--- config.mk ---
export PLATFORM = sky130hd
export DESIGN_NAME = flb_ram
export DESIGN_NICKNAME = d
export VERILOG_FILES = /design/src/rtl/flb_ram.sv
export SDC_FILE = /design/constraint.sdc
export NUM_CORES = 1
export LEC_CHECK = 0
export BUFFER_PORTS_ARGS = -buffer_cell sky130_fd_sc_hd__buf_4
export CAP_MARGIN = 20
export CORE_AREA = 8 8 116 118
export CTS_CLUSTER_DIAMETER = 30
export DETAILED_ROUTE_END_ITERATION = 10
export DIE_AREA = 0 0 124 126
export GPL_TIMING_DRIVEN = 0
export PLACE_DENSITY = 0.66
export SYNTH_ARGS = -nofsm -noshare
export SYNTH_HDL_FRONTEND = slang
export SYNTH_SLANG_ARGS = --single-unit
--- constraint.sdc ---
create_clock -name clk -period 2 [get_ports clk]
set_input_delay 0 -clock clk [delete_from_list [all_inputs] [get_ports clk]]
set_output_delay 0 -clock clk [all_outputs]
set_load 0.05 [all_outputs]
--- src/rtl/flb_ram.sv ---
// Generic single-port-write, single-port-read RAM with registered read.
module flb_ram #(
    parameter int WIDTH = 8,
    parameter int DEPTH = 16
) (
    input  logic                     clk,
    input  logic                     wr_en,
    input  logic [$clog2(DEPTH)-1:0] wr_addr,
    input  logic [WIDTH-1:0]         wr_data,
    input  logic [$clog2(DEPTH)-1:0] rd_addr,
    output logic [WIDTH-1:0]         rd_data
);

    logic [WIDTH-1:0] mem [DEPTH];

    always_ff @(posedge clk)
    begin
        if (wr_en)
        begin
            mem[wr_addr] <= wr_data;
        end
        rd_data <= mem[rd_addr];
    end

endmodule

**Yosys cells after proc, flatten, opt, wreduce, memory -nomap -nowiden**

Memories as Yosys holds them, arrays and structs flattened. A register that Yosys moved wholly into a read port is not among the register bits.
Cells that the tools add are included.

- Muxes and demuxes: 2

Operators with widths:

| cell | count |
|---|---|
| 2-to-1 mux 1 bit | 2 |

- Register bits: 0
- Bits in writable memories: 128
- Input port bits: 18
- Word-level logic and storage cells: 3
- Memories kept: 1

Memory list:

| memory | words | width | rd ports | clocked after Yosys merged registers in | write ports | RTL line | source |
|---|---|---|---|---|---|---|---|
| mem | 16 | 8 | 1 | 1 | 1 | 14 | `logic [WIDTH-1:0] mem [DEPTH];` |

**Logic depth before layout (Yosys ltp)**

Gate-level depths: netlist of the first run.

- Word-level depth: 2
- Depth in mapped cells: 5
- Gate-level depth less buffers: 3

**Worst setup path after synthesis of the first run**

OpenSTA, ideal clock, no wires.

- Path kind: input-to-reg
- Start point: input port wr_addr[2]
- End point: memory mem[0][0], enable pin
- Library setup time: 0.383 ns
- Arrival: 1.110 ns
- Data required time: 1.617 ns
- Slack: 0.507 ns
- Cell stages on the path: 2
- Buffers on the path: 0
- Cell sequence: or3b_2 -> nor3_1

RTL lines:

| what | RTL line | source |
|---|---|---|
| start, declared | 8 | `input logic [$clog2(DEPTH)-1:0] wr_addr,` |
| end, declared | 14 |  |

Straight into the memory's write port.

**Worst setup path after layout of the first run**

- Start point: input port wr_addr[1]
- End point: memory mem[1][6], enable pin

Straight into the memory's write port.

==> impl_metrics.env, run 1 <==
export IMPL_ctsRootBufferMaster="clkbuf_16"
export IMPL_finalPower_mw=6.69
export IMPL_synth_seq_cells=136
export IMPL_use_met1=0.176
export IMPL_cts_tree="built"
export IMPL_grt_setup_unrepaired="no"
export IMPL_layout_nets=305
export IMPL_syn_to_final_growth_pct=21.2
export IMPL_cts_sinks=136
export IMPL_grt_remaining_overflow=0
export IMPL_required_ns=2.03
export IMPL_busiest_layer="met2"
export IMPL_r2r_slack_ns=0.46
export IMPL_place_congestion=0.819
export IMPL_die_y_um=126
export IMPL_first_pass_iters=4
export IMPL_worst_pin_slew_ns=0.863
export IMPL_hp_class="primary input to flip-flop"
export IMPL_drc=0
export IMPL_vias=2473
export IMPL_endpoint_kind="flip-flop"
export IMPL_grt_max_degree=17
export IMPL_max_freq_mhz=632
export IMPL_globalRouteTotalUtil=0.137
export IMPL_slew_limit_headroom=0.422
export IMPL_via_per_inst=5.53
export IMPL_finalCritPeriodShare=0.791
export IMPL_cts_max_level=4
export IMPL_syn_area_mm2=0.00515
export IMPL_antennaDiodeCount=0
export IMPL_cp_start_kind="primary input"
export IMPL_grt_met2_usage=0.215
export IMPL_hpwl_um=6510
export IMPL_ys_warn_count=0
export IMPL_critical_path_class="primary input to flip-flop"
export IMPL_final_cell_mix="edfxtp_1, buf_4, mux4_2"
export IMPL_seq_area_frac_synth=0.778
export IMPL_antenna_found_initial=0
export IMPL_grt_pass1_vias=2573
export IMPL_ant_nets=0
export IMPL_crit_fanout=8
export IMPL_cts_resized=0
export IMPL_maxSlewViolCount=0
export IMPL_critPathArrivalTime_ns=1.61
export IMPL_io_pins=26
export IMPL_synth_area_per_cell_um2=22.5
export IMPL_die_area_mm2=0.0156
export IMPL_clk_latency_ns=0.41
export IMPL_clock_skew_ns=0.00775
export IMPL_coreArea_mm2=0.0117
export IMPL_start_util=0.440
export IMPL_run_status="finished, final reports clean"
export IMPL_min_period_ns=1.58
export IMPL_clk_path_buf_depth=2
export IMPL_setup_viol=0
export IMPL_drtIter0Drc=169
export IMPL_synth_nets=247
export IMPL_avgRoutedWirePerCell_um=22.8
export IMPL_drv_cap=0
export IMPL_p_leak_nw=2.11
export IMPL_irDropWorstVdd_uv=606
export IMPL_synth_cell_types=19
export IMPL_cts_buffers_inserted=17
export IMPL_rows=40
export IMPL_numPlacedInstances=404
export IMPL_syn_inst=229
export IMPL_portBuffers=24
export IMPL_p_per_area_mw_per_mm2=1070
export IMPL_layout_drive_gt1_share=0.287
export IMPL_dieWidth_um=124
export IMPL_wl_um=10200
export IMPL_finalHoldViolCount=0
export IMPL_final_common_cell="edfxtp_1"
export IMPL_final_cells=447
export IMPL_grt_pass1_wl_um=15200
export IMPL_path_clk_slew_ns=0.06
export IMPL_grt_util_met3=0.0442
-- metal layers --
| layer | share of wire | routed length (um) |
|---|---|---|
| met5 | 0 | 0 |
| met2 | 0.49 | 5000 |
| met1 | 0.43 | 4430 |
| met4 | 0.0075 | 76 |
| met3 | 0.066 | 670 |
-- cells in the mapped netlist (all sizes together) --
library cell	count	share of area
nand2b	2	0.0024
nor3	4	0.0039
buf	7	0.011
nand2	9	0.0066
nor2b	1	0.0012
clkdlybuf4s25	3	0.0058
edfxtp	128	0.75
dfxtp	8	0.031
nor2	13	0.0095
a22oi	16	0.023
or3b	1	0.0017
and2	1	0.0012
and2b	1	0.0015
nand3	1	0.00097
nand3b	2	0.0029
mux4	32	0.15
-- registers in the layout, indices dropped and copies added (netlist names) --
name,count
rd_data,8
mem,128
-- metrics by stage --
stage / setup WS [ns] / utilization / area (um2) / TNS (ns) / hold slack [ns]
3_3_place_gp: -0.0534 / 0.471 / 5510 / -0.425 / 0.329
5_1_grt: 0.314 / 0.533 / 6240 / 0 / 0.145
2_1_floorplan: 0.507 / - / 5150 / 0 / 0.0989
3_5_place_dp: 0.300 / 0.473 / 5540 / 0 / 0.335
6_report: 0.419 / 0.533 / 6240 / 0 / 0.131
4_1_cts: 0.462 / 0.533 / 6240 / 0 / 0.126
-- layout make-up --
cell class,count,area (um2)
sequential,136,4000
fill,928,5470
buffer,10,86.3
clock inverter,13,155
timing repair buffer,39,318
clock buffer,19,433
tap,147,184
multi-input combinational,83,1060
-- report_power, final --
part / leakage [nW] / internal, mW / switching (mW) / total [mW]
registers: 1.22 / 3.19 / 0.0168 / 3.20
clock network: 0.284 / 1.95 / 1.13 / 3.08
logic: 0.605 / 0.162 / 0.246 / 0.408
total: 2.11 / 5.30 / 1.39 / 6.69
-- worst paths after layout --
path,depth (start not counted),end,from
worst max-delay path,4,mem[1][6],wr_addr[1]
worst min register to register,3,rd_data[0],mem[12][0]
worst max register to register,3,rd_data[0],mem[1][0]
worst min-delay path,3,mem[0][6],wr_addr[3]
-- worst max-delay path, cell delays in order --
cell and delay [ns]:
dlygate4sd3_1 0.54, buf_4 0.17, nand2b_1 0.20, nor2_1 0.69
-- logic make-up (layout without fill, tap and decap cells) --
logic type             Yosys count  in the layout  synth area share
DFF                            136            136             0.778
and+or+nand+nor                 35             35            0.0318
muxes                           32             32             0.150
AOI/OAI and AO/OA               16             16            0.0233
buffers and inverters           10             81            0.0168
-- what timing repair did --
item	in CTS	in global routing
hold endpoints to repair	132	0
hold buffers	11	0
setup buffers	0	0
Power figures use the tool's default switching activity.
==> inputs of run 2 (changes only) <==
Settings changed: PLACE_DENSITY 0.66 to 0.68.
Clock period 2 ns to 1.39 ns, I/O delays scaled along.
==> impl_metrics.env, run 2 (synthesized netlist as in run 1, its figures left out) <==
export IMPL_cp_start_kind="flip-flop"
export IMPL_drtIter0Drc=198
export IMPL_p_per_area_mw_per_mm2=1550
export IMPL_grt_setup_unrepaired="no"
export IMPL_vias=2428
export IMPL_cts_max_level=4
export IMPL_coreArea_mm2=0.0117
export IMPL_die_area_mm2=0.0156
export IMPL_portBuffers=24
export IMPL_clock_skew_ns=0.0114
export IMPL_start_util=0.440
export IMPL_cp_cell_sequence="mux4_2, a22oi_2, nand2_1"
export IMPL_io_pins=26
export IMPL_avgRoutedWirePerCell_um=22.9
export IMPL_grt_pass1_vias=2523
export IMPL_postLayoutCoreUtil=0.535
export IMPL_crit_fanout=1
export IMPL_ant_nets=0
export IMPL_drv_cap=0
export IMPL_finalPower_mw=9.73
export IMPL_clk_latency_ns=0.41
export IMPL_worst_pin_slew_ns=0.842
export IMPL_ctsRootBufferMaster="clkbuf_16"
export IMPL_syn_to_final_growth_pct=21.7
export IMPL_final_cells=443
export IMPL_critPathArrivalTime_ns=1.66
export IMPL_layout_drive_gt1_share=0.338
export IMPL_final_common_cell="edfxtp_1"
export IMPL_hp_class="primary input to flip-flop"
export IMPL_slowest_delay_ns=0.51
export IMPL_endpoint_kind="flip-flop"
export IMPL_die_y_um=126
export IMPL_slew_limit_headroom=0.436
export IMPL_critical_path_class="flip-flop to flip-flop"
export IMPL_antenna_found_initial=0
export IMPL_antennaDiodeCount=0
export IMPL_globalRouteTotalUtil=0.141
export IMPL_slowest_stage="mux4_2"
export IMPL_largest_reg_flops=128
export IMPL_finalCritPeriodShare=0.975
export IMPL_min_period_ns=1.36
export IMPL_cts_tree="built"
export IMPL_irDropWorstVdd_uv=986
export IMPL_max_freq_mhz=738
export IMPL_first_pass_iters=4
export IMPL_grt_max_degree=17
export IMPL_setup_viol=0
export IMPL_required_ns=1.69
export IMPL_rows=40
export IMPL_place_congestion=0.844
export IMPL_postCtsSetupBuffers=0
export IMPL_final_cell_mix="edfxtp_1, buf_4, mux4_2"
export IMPL_grt_remaining_overflow=0
export IMPL_numPlacedInstances=403
export IMPL_run_status="finished, final reports clean"
export IMPL_fill_cells=948
export IMPL_wl_um=10100
export IMPL_path_clk_slew_ns=0.06
export IMPL_multi_input_area_mm2=0.00108
export IMPL_grt_pass1_wl_um=15400
export IMPL_hpwl_um=6560
export IMPL_finalHoldViolCount=0
export IMPL_top_regs="mem x128, rd_data x8"
export IMPL_worst_slack_ns=0.0348
export IMPL_top_register="mem"
export IMPL_p_leak_nw=2.11
export IMPL_drc=0
export IMPL_layout_nets=301
export IMPL_maxSlewViolCount=0
export IMPL_cts_sinks=136
export IMPL_cts_buffers_inserted=17
export IMPL_clk_path_buf_depth=2
export IMPL_final_seq_area_mm2=0.00400
export IMPL_place_ws_ns=-0.313
export IMPL_dieWidth_um=124
export IMPL_via_per_inst=5.48
-- run 2: changes by cell type in the layout (fill, tap and decap cells not counted), sizes merged, moves of 2 or more --
cell,delta
dlygate4sd3,-3
bufinv,-3
clkbuf,+6
inv,+3
clkinv,-4
clkinvlp,-2
-- run 2: critical path, delay by kind of cell, from the launching register on --
family	cells	cell delay [ns]
DFF	1	0.38
and+or+nand+nor	1	0.09
muxes	1	0.51
AOI/OAI and AO/OA	1	0.26
-- run 2: cell type report --
type | instances | share of cell area
Clock inverter | 7 | 0.00719
Tap cell | 147 | 0.0294
Clock buffer | 25 | 0.0927
Multi-Input combinational cell | 83 | 0.173
Sequential cell | 136 | 0.639
Buffer | 10 | 0.0138
Timing Repair Buffer | 35 | 0.0451
-- run 2: path summary, 6_finish.rpt --
kind	from	end	slack [ns]	cells past startpoint
setup reg to reg	mem[3][3]	rd_data[3]	0.03	3
setup / recovery	mem[3][3]	rd_data[3]	0.03	3
hold / removal	wr_addr[0]	mem[4][2]	0.02	2
hold reg to reg	mem[15][1]	rd_data[1]	0.69	3
-- run 2: report_power, final --
part / leakage [nW] / switching [mW] / total, mW / internal [mW]
Combinational: 0.571 / 0.359 / 0.595 / 0.236
Sequential: 1.22 / 0.0236 / 4.61 / 4.59
Clock: 0.317 / 1.62 / 4.52 / 2.90
Total: 2.11 / 2.00 / 9.73 / 7.72
-- run 2: metrics by stage --
stage	hold slack [ns]	TNS, ns	area, um2
floorplan	0.0989	0	5150
global placement	0.319	-17.43	5520
detailed placement	0.330	-10.65	5540
CTS	0.00873	0	6260
global route	0.0149	0	6260
finish	0.0232	0	6260
-- run 2: metal layers --
layer,global-route usage,wire (um)
met1,0.188,4210
met4,0.0441,52
met2,0.210,5040
met5,0,0
met3,0.0518,824
-- run 2: timing repair --
item	CTS	global route
endpoints found under the hold margin	128	0
hold buffers	8	0
resized for setup	5	6
setup endpoints to repair	4	7
pin swaps	1	3
==> inputs of run 3 (changes only) <==
Settings changed: ABC_AREA set to 1, CORE_AREA 8 8 116 118 to 8 8 123 125, DIE_AREA 0 0 124 126 to 0 0 131 133, SETUP_SLACK_MARGIN set to 0.05, SLEW_MARGIN set to 0.
==> impl_metrics.env, run 3 <==
export IMPL_final_cell_mix="nand2_1, edfxtp_1, inv_1"
export IMPL_die_y_um=133
export IMPL_synth_edf_count=128
export IMPL_drv_cap=0
export IMPL_vias=3888
export IMPL_min_period_ns=1.27
export IMPL_grt_max_degree=17
export IMPL_wl_um=13800
export IMPL_synth_adder_area_share=0
export IMPL_die_area_mm2=0.0174
export IMPL_required_ns=1.42
export IMPL_run_status="finished, final reports clean"
export IMPL_cts_buffers_inserted=17
export IMPL_final_common_cell="nand2_1"
export IMPL_first_pass_iters=5
export IMPL_setup_tns_ns=0
export IMPL_numPlacedInstances=749
export IMPL_stdcell_area_mm2=0.00689
export IMPL_reg2reg_depth=6
export IMPL_synth_top_family_by_area="simple AND/OR/NAND/NOR gates"
export IMPL_start_util=0.441
export IMPL_synthXorXnorAreaFrac=0
export IMPL_worst_slack_ns=0.121
export IMPL_hp_class="primary input to flip-flop"
export IMPL_synth_cell_types=12
export IMPL_top_regs="mem x128, rd_data x8"
export IMPL_path_clk_slew_ns=0.06
export IMPL_yosys_top_cells_area="edfxtp_1, nand2_1, nand3_1"
export IMPL_cts_sinks=136
export IMPL_critical_path_class="primary input to flip-flop"
export IMPL_grt_remaining_overflow=0
export IMPL_drc=0
export IMPL_avgRoutedWirePerCell_um=17.5
export IMPL_setup_viol=0
export IMPL_holdPathStages=4
export IMPL_synth_seq_cells=136
export IMPL_antennaDiodeCount=0
export IMPL_cp_start_kind="primary input"
export IMPL_worst_pin_slew_ns=1.15
export IMPL_portBuffers=22
export IMPL_dieWidth_um=131
export IMPL_layout_nets=618
export IMPL_rows=42
export IMPL_irDropWorstVdd_uv=767
export IMPL_synthFlopType="edfxtp_1"
export IMPL_syn_to_final_growth_pct=19.5
export IMPL_slew_limit_headroom=0.230
export IMPL_synth_compound_area_share=0
export IMPL_largest_reg_flops=128
export IMPL_maxSlewViolCount=0
export IMPL_clk_path_buf_depth=2
export IMPL_grt_setup_unrepaired="no"
export IMPL_cts_tree="built"
export IMPL_crit_fanout=8
export IMPL_antenna_found_initial=0
export IMPL_p_sw_frac=0.212
export IMPL_hpwl_um=8850
export IMPL_drtIter0Drc=406
export IMPL_grt_pass1_vias=3817
export IMPL_syn_inst=551
export IMPL_internal_power_mw=8.14
export IMPL_synthArstFlopShare=0
export IMPL_muxShareOfSynthArea=0
export IMPL_finalHoldViolCount=0
export IMPL_switching_power_mw=2.19
export IMPL_place_ws_ns=-0.221
export IMPL_final_cells=789
export IMPL_place_congestion=0.885
export IMPL_grt_pass1_wl_um=21300
export IMPL_pwr_share_comb=0.071
export IMPL_ctsRootBufferMaster="clkbuf_16"
export IMPL_coreArea_mm2=0.0131
export IMPL_ys_warn_count=0
export IMPL_synth_nets=569
export IMPL_yosysMostFrequentCell="nand2_1"
export IMPL_p_per_area_mw_per_mm2=1500
export IMPL_top_register="mem"
export IMPL_via_per_inst=4.93
export IMPL_clock_skew_ns=0.00456
export IMPL_synth_top_area_cell="edfxtp_1"
export IMPL_synthSimpleGateAreaFrac=0.210
export IMPL_yosysTopAreaCellShare=0.667
export IMPL_ant_nets=0
export IMPL_critPathArrivalTime_ns=1.30
export IMPL_layout_drive_gt1_share=0.124
export IMPL_p_leak_nw=2.97
export IMPL_ys_top_cells_by_count="nand2_1, edfxtp_1, inv_1"
export IMPL_seq_area_frac_synth=0.694
export IMPL_endpoint_kind="flip-flop"
export IMPL_max_freq_mhz=788
export IMPL_cts_max_level=4
export IMPL_globalRouteTotalUtil=0.166
export IMPL_finalCritPeriodShare=0.913
export IMPL_pwr_share_clk=0.483
export IMPL_cts_resized=0
export IMPL_io_pins=26
export IMPL_sequentialPowerShare=0.446
export IMPL_clk_latency_ns=0.41
export IMPL_synth_area_per_cell_um2=10.5
export IMPL_syn_area_mm2=0.00577
export IMPL_dpl_cell_area_mm2=0.00615
run 3: cells by family after synthesis:
kind of cell | Yosys count
AND/OR/NAND/NOR | 289
flip-flops | 136
buffers and inverters | 126
run 3: stage by stage:
step / util / hold WS, ns / total power, mW
after floorplan: - / 0.0989 / 5.11
after global routing: 0.526 / 0.0548 / 10.6
after global placement: 0.470 / 0.340 / 5.38
final: 0.526 / 0.0533 / 10.3
after detailed placement: 0.470 / 0.341 / 5.39
after CTS: 0.526 / 0.0302 / 10.3
run 3: power by group through the flow:
stage               Clock, mW  Combinational, mW  Sequential, mW
global route             5.18              0.783            4.62
detailed placement          0              0.700            4.69
CTS                      5.01              0.724            4.61
floorplan                   0              0.323            4.79
finish                   4.99              0.728            4.61
global placement            0              0.690            4.69
run 3: final cells by class:
type | instances | area, um2
repair buffers | 30 | 245
inverters | 102 | 383
fillers | 1099 | 6200
multi-input cells | 289 | 1210
plain buffers | 24 | 166
well taps | 176 | 220
clock inverters | 15 | 231
flip-flops and latches | 136 | 4000
clock buffers | 17 | 425
run 3: worst paths after layout:
kind	endpoint	from	slack (ns)
worst max-delay path	mem[6][5]	wr_addr[3]	0.12
worst min-delay path	rd_data[6]	rd_addr[2]	0.05
worst max register to register	rd_data[1]	mem[2][1]	0.34
worst min register to register	rd_data[5]	mem[13][5]	0.69
run 3: critical path, stage by stage:
cell	delay (ns)
buf_4	0.12
nand3b_1	0.25
nor2_1	0.92
run 3: per-layer routing:
layer	up-vias	global-route usage	share of wire
met5	-	0	0
met1	1808	0.214	0.42
li1	1871	-	-
met4	0	0.0740	0.030
met2	178	0.257	0.47
met3	31	0.0426	0.083
run 3: repair_timing:
item                      in CTS  in global routing
hold buffers                   8                  0
buffers inserted               0                  0
hold endpoints to repair     128                  0
